$ cat config.mk
export PLATFORM = sky130hd
export DESIGN_NAME = kmp_stream_pattern_matcher
export DESIGN_NICKNAME = d
export VERILOG_FILES = /design/src/rtl/kmp_pkg.sv /design/src/rtl/kmp_cell.sv /design/src/rtl/kmp_stream_pattern_matcher.sv
export SDC_FILE = /design/constraint.sdc
export NUM_CORES = 1
export LEC_CHECK = 0
export ABC_AREA = 1
export BUFFER_PORTS_ARGS = -buffer_cell sky130_fd_sc_hd__buf_2
export CORE_MARGIN = 5
export CORE_UTILIZATION = 50
export CTS_CLUSTER_DIAMETER = 40
export DETAILED_ROUTE_END_ITERATION = 6
export PLACE_DENSITY_LB_ADDON = 0.3
export SLEW_MARGIN = 30
export SYNTH_ARGS = -nofsm -noshare
export SYNTH_HDL_FRONTEND = slang
export SYNTH_SLANG_ARGS = --single-unit
$ cat constraint.sdc
create_clock -name clock -period 4.1 [get_ports clock]
set_clock_uncertainty 0.15 [all_clocks]
set_input_delay 0.615 -clock clock [delete_from_list [all_inputs] [get_ports clock]]
set_output_delay 0.615 -clock clock [all_outputs]
set_load 0.03 [all_outputs]
$ cat src/rtl/kmp_pkg.sv
package kmp_pkg;

   localparam int BYTE_BITS  = 8;
   localparam int CSR_BITS   = 64;
   localparam int LEN_BITS   = 5;
   localparam int START_BITS = 16;

   typedef enum logic [1:0] {
      CSR_PATTERN_LENGTH = 2'd0,
      CSR_PATTERN_LOW    = 2'd1,
      CSR_PATTERN_HIGH   = 2'd2,
      CSR_UNUSED         = 2'd3
   } csr_index_type;

   typedef enum logic [1:0] {
      ST_SEARCHING       = 2'd0,
      ST_MATCH_HERE      = 2'd1,
      ST_MATCHED_EARLIER = 2'd2,
      ST_NO_MATCH        = 2'd3
   } status_type;

   typedef struct packed {
      logic [BYTE_BITS-1:0] text_byte;
      logic                 first_of_text;
      logic                 last_of_text;
   } req_type;

   typedef struct packed {
      status_type            status;
      logic [START_BITS-1:0] match_start;
   } rsp_type;

   typedef struct packed {
      logic advance;   // byte transfer taken this cycle
      logic flush;     // pattern register written, drop partial matches
      logic keep;      // this prefix length is shorter than the pattern
   } cell_ctrl_type;

endpackage

$ cat src/rtl/kmp_cell.sv
module kmp_cell (
   input  logic                          clock,
   input  logic                          reset,
   input  kmp_pkg::cell_ctrl_type        ctrl,
   input  logic                          prev_alive,
   input  logic [kmp_pkg::BYTE_BITS-1:0] pattern_byte,
   input  logic [kmp_pkg::BYTE_BITS-1:0] text_byte,
   output logic                          hit,
   output logic                          alive
);
   import kmp_pkg::*;

   logic alive_ff;
   logic alive_in;

   // prefix k matches after this byte if prefix k-1 matched before it and the byte equals pattern byte k
   assign hit = prev_alive & (pattern_byte == text_byte);

   always_comb begin
      if (ctrl.flush) begin
         alive_in = 1'b0;
      end else if (ctrl.advance) begin
         alive_in = hit & ctrl.keep;
      end else begin
         alive_in = alive_ff;
      end
   end

   always_ff @(posedge clock) begin
      if (reset) begin
         alive_ff <= 1'b0;
      end else begin
         alive_ff <= alive_in;
      end
   end

   assign alive = alive_ff;

endmodule

$ cat src/rtl/kmp_stream_pattern_matcher.sv
// Streaming first-occurrence matcher for a pattern of up to MAX_PATTERN bytes. Text enters
// one byte per transfer and every byte gives one status transfer; a byte can be taken in
// every cycle unless a held status is stalled, and its status is written to the output
// register in the cycle after. A row of MAX_PATTERN cells, one per prefix length, each
// remembers whether that prefix ends at the last byte seen and hands that flag to the
// next cell, so the whole fallback chain is updated at once across the row. Writing any
// pattern register drops partial matches but keeps the position and any match already
// found. Positions saturate at 2^POSITION_BITS-1; match_start carries their low 16 bits.
module kmp_stream_pattern_matcher #(
   parameter int MAX_PATTERN   = 16,
   parameter int POSITION_BITS = 16
) (
   input  logic                         clock,
   input  logic                         reset,
   input  logic                         req_valid,
   output logic                         req_stall,
   input  kmp_pkg::req_type             req_payload,
   output logic                         rsp_valid,
   input  logic                         rsp_stall,
   output kmp_pkg::rsp_type             rsp_payload,
   input  logic                         csr_valid,
   output logic                         csr_ready,
   input  logic [1:0]                   csr_index,
   input  logic [kmp_pkg::CSR_BITS-1:0] csr_data
);
   import kmp_pkg::*;

   localparam int LW = $clog2(MAX_PATTERN + 1);
   localparam logic [POSITION_BITS-1:0] POS_MAX = {POSITION_BITS{1'b1}};

   logic [LEN_BITS-1:0]      pattern_length_ff;
   logic [CSR_BITS-1:0]      pattern_low_ff;
   logic [CSR_BITS-1:0]      pattern_high_ff;
   logic [2*CSR_BITS-1:0]    pattern_all;
   logic                     csr_write;
   logic [LW-1:0]            n_eff;

   logic [POSITION_BITS-1:0] position_ff;
   logic [POSITION_BITS-1:0] position_in;
   logic [POSITION_BITS-1:0] position_cur;
   logic [POSITION_BITS-1:0] start_pos;
   logic                     found_ff;
   logic                     found_in;
   logic [START_BITS-1:0]    found_start_ff;
   logic [START_BITS-1:0]    found_start_in;
   logic                     found_cur;

   logic                     rsp_valid_ff;
   logic                     rsp_valid_in;
   rsp_type                  rsp_ff;
   rsp_type                  rsp_in;
   rsp_type                  result;

   logic                     accept;
   logic                     match;
   logic [MAX_PATTERN:0]     hit_vec;
   logic [MAX_PATTERN:0]     alive_vec;
   logic [MAX_PATTERN:0]     keep_vec;

   assign csr_ready = 1'b1;
   assign csr_write = csr_valid & csr_ready &
                      ((csr_index == CSR_PATTERN_LENGTH) || (csr_index == CSR_PATTERN_LOW) ||
                       (csr_index == CSR_PATTERN_HIGH));

   always_ff @(posedge clock) begin
      if (reset) begin
         pattern_length_ff <= '0;
         pattern_low_ff    <= '0;
         pattern_high_ff   <= '0;
      end else if (csr_valid && csr_ready) begin
         case (csr_index)
            CSR_PATTERN_LENGTH: pattern_length_ff <= csr_data[LEN_BITS-1:0];
            CSR_PATTERN_LOW:    pattern_low_ff    <= csr_data;
            CSR_PATTERN_HIGH:   pattern_high_ff   <= csr_data;
            default:            ;
         endcase
      end
   end

   assign pattern_all = {pattern_high_ff, pattern_low_ff};
   assign n_eff = (pattern_length_ff > LEN_BITS'(MAX_PATTERN)) ? LW'(MAX_PATTERN)
                                                               : LW'(pattern_length_ff);

   assign req_stall = rsp_valid_ff & rsp_stall;
   assign accept    = req_valid & ~req_stall;

   assign hit_vec[0]   = 1'b0;
   assign alive_vec[0] = 1'b1;
   assign keep_vec[0]  = 1'b1;

   for (genvar k = 1; k <= MAX_PATTERN; k++) begin : g_cell
      cell_ctrl_type ctrl;
      logic          prev;

      assign keep_vec[k]  = LW'(k) < n_eff;
      assign ctrl.advance = accept;
      assign ctrl.flush   = csr_write;
      assign ctrl.keep    = keep_vec[k];
      // the empty prefix always matches; longer ones are void on a restart
      if (k == 1) begin : g_head
         assign prev = 1'b1;
      end else begin : g_body
         assign prev = alive_vec[k-1] & ~req_payload.first_of_text;
      end

      kmp_cell u_cell (
         .clock        (clock),
         .reset        (reset),
         .ctrl         (ctrl),
         .prev_alive   (prev),
         .pattern_byte (pattern_all[BYTE_BITS*(k-1) +: BYTE_BITS]),
         .text_byte    (req_payload.text_byte),
         .hit          (hit_vec[k]),
         .alive        (alive_vec[k])
      );
   end

   assign match        = hit_vec[n_eff];
   assign found_cur    = found_ff & ~req_payload.first_of_text;
   assign position_cur = req_payload.first_of_text ? '0 : position_ff;
   assign start_pos    = position_cur + POSITION_BITS'(1) - POSITION_BITS'(n_eff);

   always_comb begin
      result         = '{status: ST_SEARCHING, match_start: '0};
      found_in       = found_cur;
      found_start_in = req_payload.first_of_text ? '0 : found_start_ff;
      if (found_cur) begin
         result.status      = ST_MATCHED_EARLIER;
         result.match_start = found_start_ff;
      end else if ((n_eff != '0) && match) begin
         result.status      = ST_MATCH_HERE;
         result.match_start = START_BITS'(start_pos);
         found_in           = 1'b1;
         found_start_in     = START_BITS'(start_pos);
      end else if (req_payload.last_of_text) begin
         result.status = ST_NO_MATCH;
      end
      position_in = (position_cur == POS_MAX) ? position_cur
                                              : position_cur + POSITION_BITS'(1);
   end

   always_ff @(posedge clock) begin
      if (reset) begin
         position_ff    <= '0;
         found_ff       <= 1'b0;
         found_start_ff <= '0;
      end else if (accept) begin
         position_ff    <= position_in;
         found_ff       <= found_in;
         found_start_ff <= found_start_in;
      end
   end

   always_comb begin
      rsp_in       = rsp_ff;
      rsp_valid_in = rsp_valid_ff;
      if (accept) begin
         rsp_in       = result;
         rsp_valid_in = 1'b1;
      end else if (!rsp_stall) begin
         rsp_valid_in = 1'b0;
      end
   end

   always_ff @(posedge clock) begin
      if (reset) begin
         rsp_valid_ff <= 1'b0;
      end else begin
         rsp_valid_ff <= rsp_valid_in;
      end
   end

   always_ff @(posedge clock) begin
      rsp_ff <= rsp_in;
   end

   assign rsp_valid   = rsp_valid_ff;
   assign rsp_payload = rsp_ff;

`ifndef ASSERT_OFF
   // no partial match may be held for a prefix as long as the pattern or longer
   a_alive_below_length: assert property (@(posedge clock) disable iff (reset)
      (alive_vec & ~keep_vec) == '0)
      else $error("prefix flag set at or beyond pattern length");

   // once a match is stored, every byte up to a restart reports it
   a_found_sticky: assert property (@(posedge clock) disable iff (reset)
      accept && found_ff && !req_payload.first_of_text
      |=> rsp_valid_ff && (rsp_ff.status == ST_MATCHED_EARLIER))
      else $error("stored match not reported");

   // a held status is only dropped once it has been taken
   a_rsp_drop: assert property (@(posedge clock) disable iff (reset)
      $fell(rsp_valid_ff) |-> !$past(rsp_stall))
      else $error("status dropped while stalled");
`endif

endmodule
After elaboration in Yosys (flattened, before gate mapping)
Cells that the tools add are included.
{"block": "totals", "wordCells": 139, "register_bits": 200, "output_inout_bits": 21, "inputBits": 81}
{"block": "classes", "bitwise": 51, "n_mux": 16, "order_cmp": 17, "n_eq_ne": 20, "addsub": 2, "n_reduce_logical": 9}
{"operator": "8-bit equality test", "n": 16}
{"operator": "16-bit 2-to-1 mux", "n": 7}
{"operator": "1-bit bitwise AND", "n": 49}
{"operator": "4-bit by 5-bit less-than comparator with 1-bit output (first input constant)", "n": 8}
{"operator": "3-bit by 5-bit less-than comparator with 1-bit output (first input constant)", "n": 4}
{"operator": "16-bit by 1-bit adder with 16-bit output (second input constant)", "n": 1}
{"operator": "16-bit equality test (second input constant)", "n": 1}
{"operator": "16-bit by 5-bit subtractor with 16-bit output", "n": 1}
{"operator": "2-bit by 5-bit less-than comparator with 1-bit output (first input constant)", "n": 2}
{"operator": "5-bit by 6-bit less-than comparator with 1-bit output (second input constant)", "n": 1}
{"operator": "2-bit AND reduction", "n": 3}
{"operator": "1-bit binary-select mux with 5-bit select", "n": 1}
{"operator": "5-bit > comparator (second input constant)", "n": 1}
{"operator": "1-bit by 5-bit less-than comparator with 1-bit output (first input constant)", "n": 1}
{"operator": "1-bit 2-to-1 mux", "n": 5}
{"operator": "5-bit 2-to-1 mux", "n": 1}
{"operator": "5-bit nonzero test", "n": 1}
{"operator": "2-bit 2-to-1 mux", "n": 2}
{"operator": "2-bit by 1-bit equality test with 1-bit output (second input constant)", "n": 1}
{"operator": "2-bit equality test (second input constant)", "n": 1}
{"operator": "2-bit logical NOT", "n": 1}
{"operator": "1-bit logical OR", "n": 2}
{"operator": "2-bit by 1-bit != test with 1-bit output (second input constant)", "n": 1}
{"operator": "1-bit inverter", "n": 2}
{"operator": "2 further kinds", "n": 2}

Logic depth before layout (Yosys ltp)
Gate-level depths: netlist of run 1.
{"block": "logic_depth", "depth_word": 8, "mapped_depth": 21, "depth_no_buf": 21}

Cells and area by module
From an unflattened synthesis of run 1, not the netlist that was laid out.
{"block": "unflattened", "hier_cells": 1827, "hier_area_um2": 11501.0}
{"module": "kmp_stream_pattern_matcher", "seq_area_each_um2": 3883.7, "area_per_inst_um2": 8117.8, "cells_per_inst": 1123, "instances": 1}
{"module": "kmp_cell", "seq_area_each_um2": 20.0, "area_per_inst_um2": 211.5, "cells_per_inst": 44, "instances": 16}

Worst setup path after synthesis of run 1
No wires, ideal clock.
{"block": "synth_path", "kind": "in2reg", "start": "input port req_payload[1] (netlist name)", "end": "register rsp_ff, in the netlist rsp_payload[14] (data pin)", "t_arrival_ns": 2.283, "setup_time_ns": 0.256, "cell_stages": 19, "slack_ns": 1.411, "n_path_buf": 0, "path_cell_list": "inv_4 > nand2_2 > nor2_1 > nand2_1 > nand2_1 > inv_1 > ha_1 > inv_1 > nor2_1 > nor2_1 > nand2_1 > nand2_1 > nand3_2 > nor2_1 > nand2_1 > nand3_1 > nor2_1 > nand2_1 > o21ai_1"}
{"element": "start, declared", "line_no": "kmp_stream_pattern_matcher.sv:17", "text": "input kmp_pkg::req_type req_payload,"}
{"element": "end signal, assigned", "line_no": "kmp_stream_pattern_matcher.sv:174", "text": "rsp_ff <= rsp_in;"}
{"element": "end, declared", "line_no": "kmp_stream_pattern_matcher.sv:50", "text": "rsp_type rsp_ff;"}

==> results of run 1 <==
## sequential cells by signal, summed over array words and instances, names as in the netlist
name,cells
pattern_length_ff,5
found_ff,1
pattern_high_ff,64
rsp_payload,18
position_ff,16
rsp_valid,1
pattern_low_ff,64
found_start_ff,16
g_cell.u_cell.alive,15
## stage by stage
stage	power (uW)	instance area [um2]	worst slack, ns
floorplan	2660	10700	1.41
global placement	2850	11300	0.740
detailed placement	2860	11300	0.641
CTS	4560	11900	1.09
global route	4750	11900	0.790
finish	4540	11900	1.03
## tightest hold or removal path, stage by stage
cell and delay (ns):
buf_2 0.08, nor2_1 0.04, nor2_1 0.08
## worst paths after layout
path / endpoint / slack (ns) / cells past startpoint
max: rsp_payload[14] / 1.03 / 20
max reg2reg: rsp_payload[14] / 1.17 / 14
min: pattern_high_ff[36] / 0.25 / 3
min reg2reg: pattern_high_ff[1] / 0.32 / 2
## power breakdown
group,switching [uW],internal [uW]
clock network,833,883
registers,57.6,2070
logic,466,229
## area by class of cell
cell class | count | area share, %
Sequential cell | 200 | 35.2
Timing Repair Buffer | 119 | 5.52
Multi-Input combinational cell | 1177 | 46.3
Clock inverter | 14 | 1.32
Tap cell | 275 | 2.90
Clock buffer | 18 | 3.70
Inverter | 159 | 5.06
## synth_stat cells (3+ instances only)
cell / instances
dfxtp_1: 182
xor2_1: 19
buf_4: 6
o21ai_0: 174
a21oi_1: 102
clkbuf_1: 52
nor2_1: 310
a221oi_1: 3
inv_1: 148
edfxtp_1: 18
xnor2_1: 30
nand3_1: 80
inv_2: 8
nand2_1: 351
nand2_2: 15
o22ai_1: 4
nand4_1: 18
nor2_2: 11
or2_2: 5
nor3_1: 9
o21ai_1: 16
o211ai_1: 4
nand3b_1: 3
buf_1: 3
buf_2: 7
buf_6: 13
## cells by family after synthesis
| group | after synthesis |
|---|---|
| flip-flops | 200 |
| other | 1 |
| XOR/XNOR | 51 |
| buffers and inverters | 240 |
| AND/OR/NAND/NOR | 810 |
| adder cells (fa/ha/maj) | 3 |
| AO/OA/AOI/OAI | 312 |
## metal layers
metal  wire length (um)  global-route usage [%]  vias up
li1                   -                       -     5261
met1              13100                    31.5     4708
met2              14100                    40.9      362
met3               1950                    4.98       61
met4                890                    9.63        0
met5                  0                       0        -
## placed cells by master, fill, tap and decap left out, drive strengths merged, types with 2 or more instances in the layout
cell	n
nor3	9
buf	119
o22ai	4
nor2	323
a31oi	2
nand4	18
or2	5
dfxtp	182
o21ai	190
ha	2
a21oi	102
nand2	366
nand3b	3
a221oi	3
inv	162
clkbuf	18
xor2	21
clkinvlp	3
xnor2	30
clkinv	7
nand3	83
edfxtp	18
o211ai	4
==> impl_summary.txt, run 1 <==
----------------------------------------------------
[Global route]
  Aggregate global routing overflow ... 0
  First-pass GRT wire length ... between 40,000 and 50,000 um
  Number of antenna violations at the first check in global routing ... 0
  Largest net degree at the start of global routing ... 73
  Total Routing Usage GR ... 24.6%
  Vias in the first global route ... ~9,900

[Timing]
  Worst Max-Slew Pin Slew ... between 0.8 and 0.9 ns
  Final sum of negative setup slack ... 0 ns
  Max Transition Viols Final ... 0
  Final worst hold slack ... around 0.25 ns
  Final critical-path required period ... between 3 and 4 ns
  Tightest slew margin relative to the limit ... approximately 44%
  Final-report hold violation count ... 0
  Final setup violating endpoints ... 0
  Period Utilization, post-route ... ~75%
  Setup repair after global routing missed its margin ... no
  Timing-limited maximum frequency ... ~0.33 GHz

[Clocking]
  Clock tree from TritonCTS ... done
  Cts repair resizes ... 0
  H-tree lvl count ... 4
  Cell at the root of the clock tree ... clkbuf_16
  Number of setup buffers added after CTS ... 0
  Clock Sinks ... 200
  Later-pin clock latency in the skew report ... 0.44 ns
  Bufs on Longest Clock Path ... 2
  Hold buffers post-CTS ... 0
  Clock edge transition at the registers on the reported setup and hold paths ... ~0.08 ns
  Number of buffers added by the clock tree synthesis step ... 17

[Drt]
  Via count ... between 10,000 and 15,000
  DR iter-0 viols ... between 800 and 900
  Final Routed Wirelength ... 30,100 um
  Residual DRC ... 0
  Detail Route Antenna Nets ... 0
  First-pass iteration count of the detailed router ... 6
  Post-detailed-route wirelength per cell ... 15.3 um
  Via-to-Cell Ratio ... approximately 5.3

[Finish]
  Count of antenna diodes in the layout ... 0
  Count of fill cells added during filler insertion ... 2,036
  Final Util ... about 56%
  Finished Layout Cells ... around 2,000
  Sequential standard cell area ... between 4000 and 5000 um2
  Layout area overhead ... 11.0%
  Total area of multi-input combinational cells ... roughly 5500 um2
  Nets ... between 1,500 and 2,000
  Fraction of layout cells with a size suffix above 1 ... around an eighth

[Logic synthesis]
  Sequential area share after synthesis ... 39.1%
  Netlist area before placement ... roughly 11,000 um2
  Flip-flop cell with the highest count after synthesis ... dfxtp_1
  Post-Synthesis Mean Instance Area ... around 6.6 um2
  Post-synth top area share ... 34.1%
  Top area cells in the synthesized netlist ... dfxtp_1, nand2_1, nor2_1
  Distinct cells, synth ... 47
  Adder-cell share of the synthesized area ... less than 1%
  Yosys reg bits ... 200
  Number of enable flip-flop cells after synthesis ... 18
  YS warnings ... 0
  Post-synthesis async set-or-reset flop share ... 0%
  Compound-gate portion of the synthesized area ... between 15 and 20%
  Multiplexer fraction of the synthesized cell area ... 0%
  Number of nets in the synthesized netlist ... approximately 1,700
  Main combinational cell family by area after synthesis ... simple AND/OR/NAND/NOR gates
  Area fraction in and, or, nand and nor cells after synthesis ... about 31%
  Library cell occupying the most area in the post-synthesis netlist ... dfxtp_1
  Synth Instances ... around 1,600
  XOR/XNOR share of the synthesized area ... under 10%

[Power]
  Maximum VDD drop ... 259 uV
  Pleak ... 0.00512 uW
  Power per cell area ... 383 nW/um2

[Worst setup path]
  Worst Setup Path Type ... primary input to flip-flop
  Buffering stage count on the worst path with inverters included ... 4
  Highest-delay cell along the critical path ... inv_4
  Endpoint required time on the critical path ... between 4 and 5 ns
  Crit-path cells ... buf_2 > inv_4 > nand2_2 > nor2_1 > nand2_1 > nand2_1 > inv_1 > ha_1 > inv_1 > nor2_1 > nor2_1 > nand2_1 > nand2_1 > nand3_2 > nor2_1 > nand2_1 > nand3_1 > nor2_1 > nand2_1 > o21ai_1
  Max incr delay on CP ... about 0.34 ns
  Largest fanout on the critical path ... 35
  Crit path capture type ... flip-flop
  Worst setup path start ... req_payload[1]
  Reg-to-reg critical path startpoint ... pattern_length_ff[0]
  Arrival time at the worst endpoint ... between 3 and 4 ns
  Cell seen most often among critical-path stages ... nand2_1
  Startpoint type of the worst setup path ... primary input
  CP delay by family, top ... simple AND/OR/NAND/NOR gates

[Floorplanning]
  Effective utilization at floorplan ... about half
  Floorplan die area ... around 24,000 um2
  Number of core rows ... 53
  Area of the core region ... 21,000 um2
  Top Ports ... 102
  Chip width ... approximately 160 um
  Die H ... around 160 um

[Flow run]
  Max-cap violations ... 0

[Placement]
  Final weighted congestion in routability-driven placement ... around 0.94
  HPWL reported at the end of detailed placement ... 21,100 um
  Number of buffer cells added on primary ports ... 100
  Placed cell count ... 1,930

[Min path]
  Worst hold-check path type ... primary input to flip-flop
  Hold path startpoint ... csr_data[36]

[Outcome]
  Outcome ... finished, final reports clean

----------------------------------------------------
No activity file was read; power rests on OpenSTA's default activity.
==> inputs of run 2 (changes only) <==
==> constraint.sdc (replaced) <==
create_clock -name clock -period 2.87 [get_ports clock]
set_clock_uncertainty 0.15 [all_clocks]
set_input_delay 0.4305 -clock clock [delete_from_list [all_inputs] [get_ports clock]]
set_output_delay 0.4305 -clock clock [all_outputs]
set_load 0.03 [all_outputs]
==> run 2 against run 1 <==
Compared with the run above:
- non-clock buffer count grew 33
- global-route usage increased by 0.47 points
- sequential cell count did not move
- cell count increased by 1.7%
- sequential share of layout area down 0.99 points
- critical path type is now flip-flop to flip-flop
- clock power rose by 42%
- power rose by 44%
==> impl_summary.txt, run 2 (synthesis gave the netlist of run 1 again) <==
----------------------------------------------------
[Outcome]
  Outcome ... finished, final reports clean

[Global route]
  Total Routing Usage GR ... 25.1% (+0.47 points)
  Vias in the first global route ... 9,766 (-1.1%)
  Aggregate global routing overflow ... 0 (unchanged)
  First-pass GRT wire length ... 49,300 um (+1.5%)
  Largest net degree at the start of global routing ... 101 (+38%)
  Number of antenna violations at the first check in global routing ... 0 (unchanged)

[Drt]
  Via-to-Cell Ratio ... 5.27 (-0.50%)
  First-pass iteration count of the detailed router ... 6 (unchanged)
  Via count ... 10,500 (+1.2%)
  Post-detailed-route wirelength per cell ... 15.2 um (-0.57%)
  Final Routed Wirelength ... 30,400 um (+1.1%)
  Detail Route Antenna Nets ... 0 (unchanged)
  DR iter-0 viols ... 746 (-16%)
  Residual DRC ... 0 (unchanged)

[Flow run]
  Max-cap violations ... 0 (unchanged)

[Clocking]
  Bufs on Longest Clock Path ... 2 (unchanged)
  Number of setup buffers added after CTS ... 0 (unchanged)
  Later-pin clock latency in the skew report ... 0.44 ns (about the same)
  Number of buffers added by the clock tree synthesis step ... 17 (unchanged)
  Clock edge transition at the registers on the reported setup and hold paths ... 0.09 ns (about the same)
  Clock tree from TritonCTS ... done
  Cell at the root of the clock tree ... clkbuf_16
  H-tree lvl count ... 4 (unchanged)
  Clock Sinks ... 200 (unchanged)

[Worst setup path]
  Buffering stage count on the worst path with inverters included ... 3 (-1)
  Max incr delay on CP ... 0.40 ns (+0.06 ns)
  CP delay by family, top ... simple AND/OR/NAND/NOR gates
  Highest-delay cell along the critical path ... dfxtp_1
  Startpoint type of the worst setup path ... flip-flop
  Cell seen most often among critical-path stages ... nand2_1
  Crit-path cells ... nand3_1 > nor2_1 > inv_1 > nand2_1 > nand2_1 > inv_1 > ha_1 > inv_1 > nor2_1 > nor2_1 > nand2_1 > nand2_1 > nand3_2 > nor2_1 > nand2_1 > nand3_1 > nor2_1 > nand2_1 > o21ai_1
  Endpoint required time on the critical path ... 2.91 ns (-1.23 ns)
  Largest fanout on the critical path ... 4 (-89%)
  Worst Setup Path Type ... flip-flop to flip-flop
  Crit path capture type ... flip-flop
  Arrival time at the worst endpoint ... 2.68 ns (-0.43 ns)

[Finish]
  Final Util ... 58.1% (+1.6 points)
  Layout area overhead ... 14.2%
  Most used cells in the layout excluding fill and tap cells ... nand2_1, nor2_1, dfxtp_1
  Fraction of layout cells with a size suffix above 1 ... 13.7% (+1.7 points)
  Sequential standard cell area ... 4180 um2 (unchanged)
  Total area of multi-input combinational cells ... 5490 um2 (about the same)
  Most common cell after layout, fill and taps aside ... nand2_1
  Nets ... 1,791 (+1.9%)
  Count of fill cells added during filler insertion ... 1,978 (-2.8%)
  Count of antenna diodes in the layout ... 0 (unchanged)

[Timing]
  Final critical-path required period ... 2.64 ns
  Timing-limited maximum frequency ... roughly 0.38 GHz
  Worst Max-Slew Pin Slew ... 0.639 ns (-0.204 ns)
  Final sum of negative setup slack ... 0 ns (unchanged)
  Final worst hold slack ... 0.0704 ns (-0.180 ns)
  Max Transition Viols Final ... 0 (unchanged)
  Final-report hold violation count ... 0 (unchanged)
  Setup repair after global routing missed its margin ... no
  Period Utilization, post-route ... 92.0%
  Final setup violating endpoints ... 0 (unchanged)
  Tightest slew margin relative to the limit ... 57.4% (+14 points)

[Floorplanning]
  Chip width ... 156 um (unchanged)
  Die H ... 156 um (unchanged)
  Top Ports ... 102 (unchanged)
  Effective utilization at floorplan ... 50.9% (unchanged)
  Floorplan die area ... 24,400 um2 (unchanged)
  Area of the core region ... 21,000 um2 (unchanged)
  Number of core rows ... 53 (unchanged)

[Placement]
  HPWL reported at the end of detailed placement ... 21,700 um (+2.9%)
  Number of buffer cells added on primary ports ... 100 (unchanged)
  Final weighted congestion in routability-driven placement ... 0.953 (+1.6%)

[Power]
  Power per cell area ... 535 nW/um2 (+40%)
  Pleak ... 0.00532 uW (+3.9%)
  Maximum VDD drop ... 337 uV (+30%)

[Min path]
  Worst hold-check path type ... primary input to flip-flop

----------------------------------------------------
run 2: area by class of cell:
class                           instances  area share, %
Multi-Input combinational cell       1177           45.0
Sequential cell                       200           34.3
Timing Repair Buffer                  152           8.01
Inverter                              159           4.91
Clock buffer                           18           3.60
Tap cell                              275           2.82
Clock inverter                         14           1.43
run 2: per-layer routing:
metal  GRT usage [%]  vias to the layer above  share of wire (%)
met5               0                        -                  0
met4            6.90                        0                2.0
met3            4.76                       42                6.1
met2            42.6                      314                 49
met1            32.7                     4825                 43
li1                -                     5333                  -
run 2: stage by stage:
stage	setup WS [ns]	power, uW	instance area, um2	instances
6_report	0.230	6530	12200	1995
5_1_grt	0.00238	6860	12200	1995
4_1_cts	0.227	6570	12200	1995
3_5_place_dp	0.0328	4140	11600	1963
3_3_place_gp	0.108	4120	11600	1963
2_1_floorplan	0.365	3810	10700	1617
run 2: tightest hold or removal path: stages:
cell	delay, ns
buf_2	0.08
nor2_1	0.04
nor2_1	0.08
run 2: path summary, 6_finish.rpt:
check	endpoint	startpoint	depth (start not counted)	slack [ns]
min	pattern_high_ff[40]	csr_data[40]	3	0.07
max reg2reg	rsp_payload[14]	position_ff[2]	19	0.23
max	rsp_payload[14]	position_ff[2]	19	0.23
min reg2reg	position_ff[7]	position_ff[7]	2	0.32
run 2: report_power, final:
part / internal [uW] / leakage [uW] / switching, uW
sequential: 2960 / 0.00167 / 81.6
clock: 1210 / 0.000296 / 1240
combinational: 368 / 0.00336 / 674
total: 4540 / 0.00532 / 2000
run 2: repair_timing:
action                                  4_1_cts  5_1_grt
hold buffers                                  0        0
endpoints found under the setup margin        0        1
gates resized for setup                       0        1
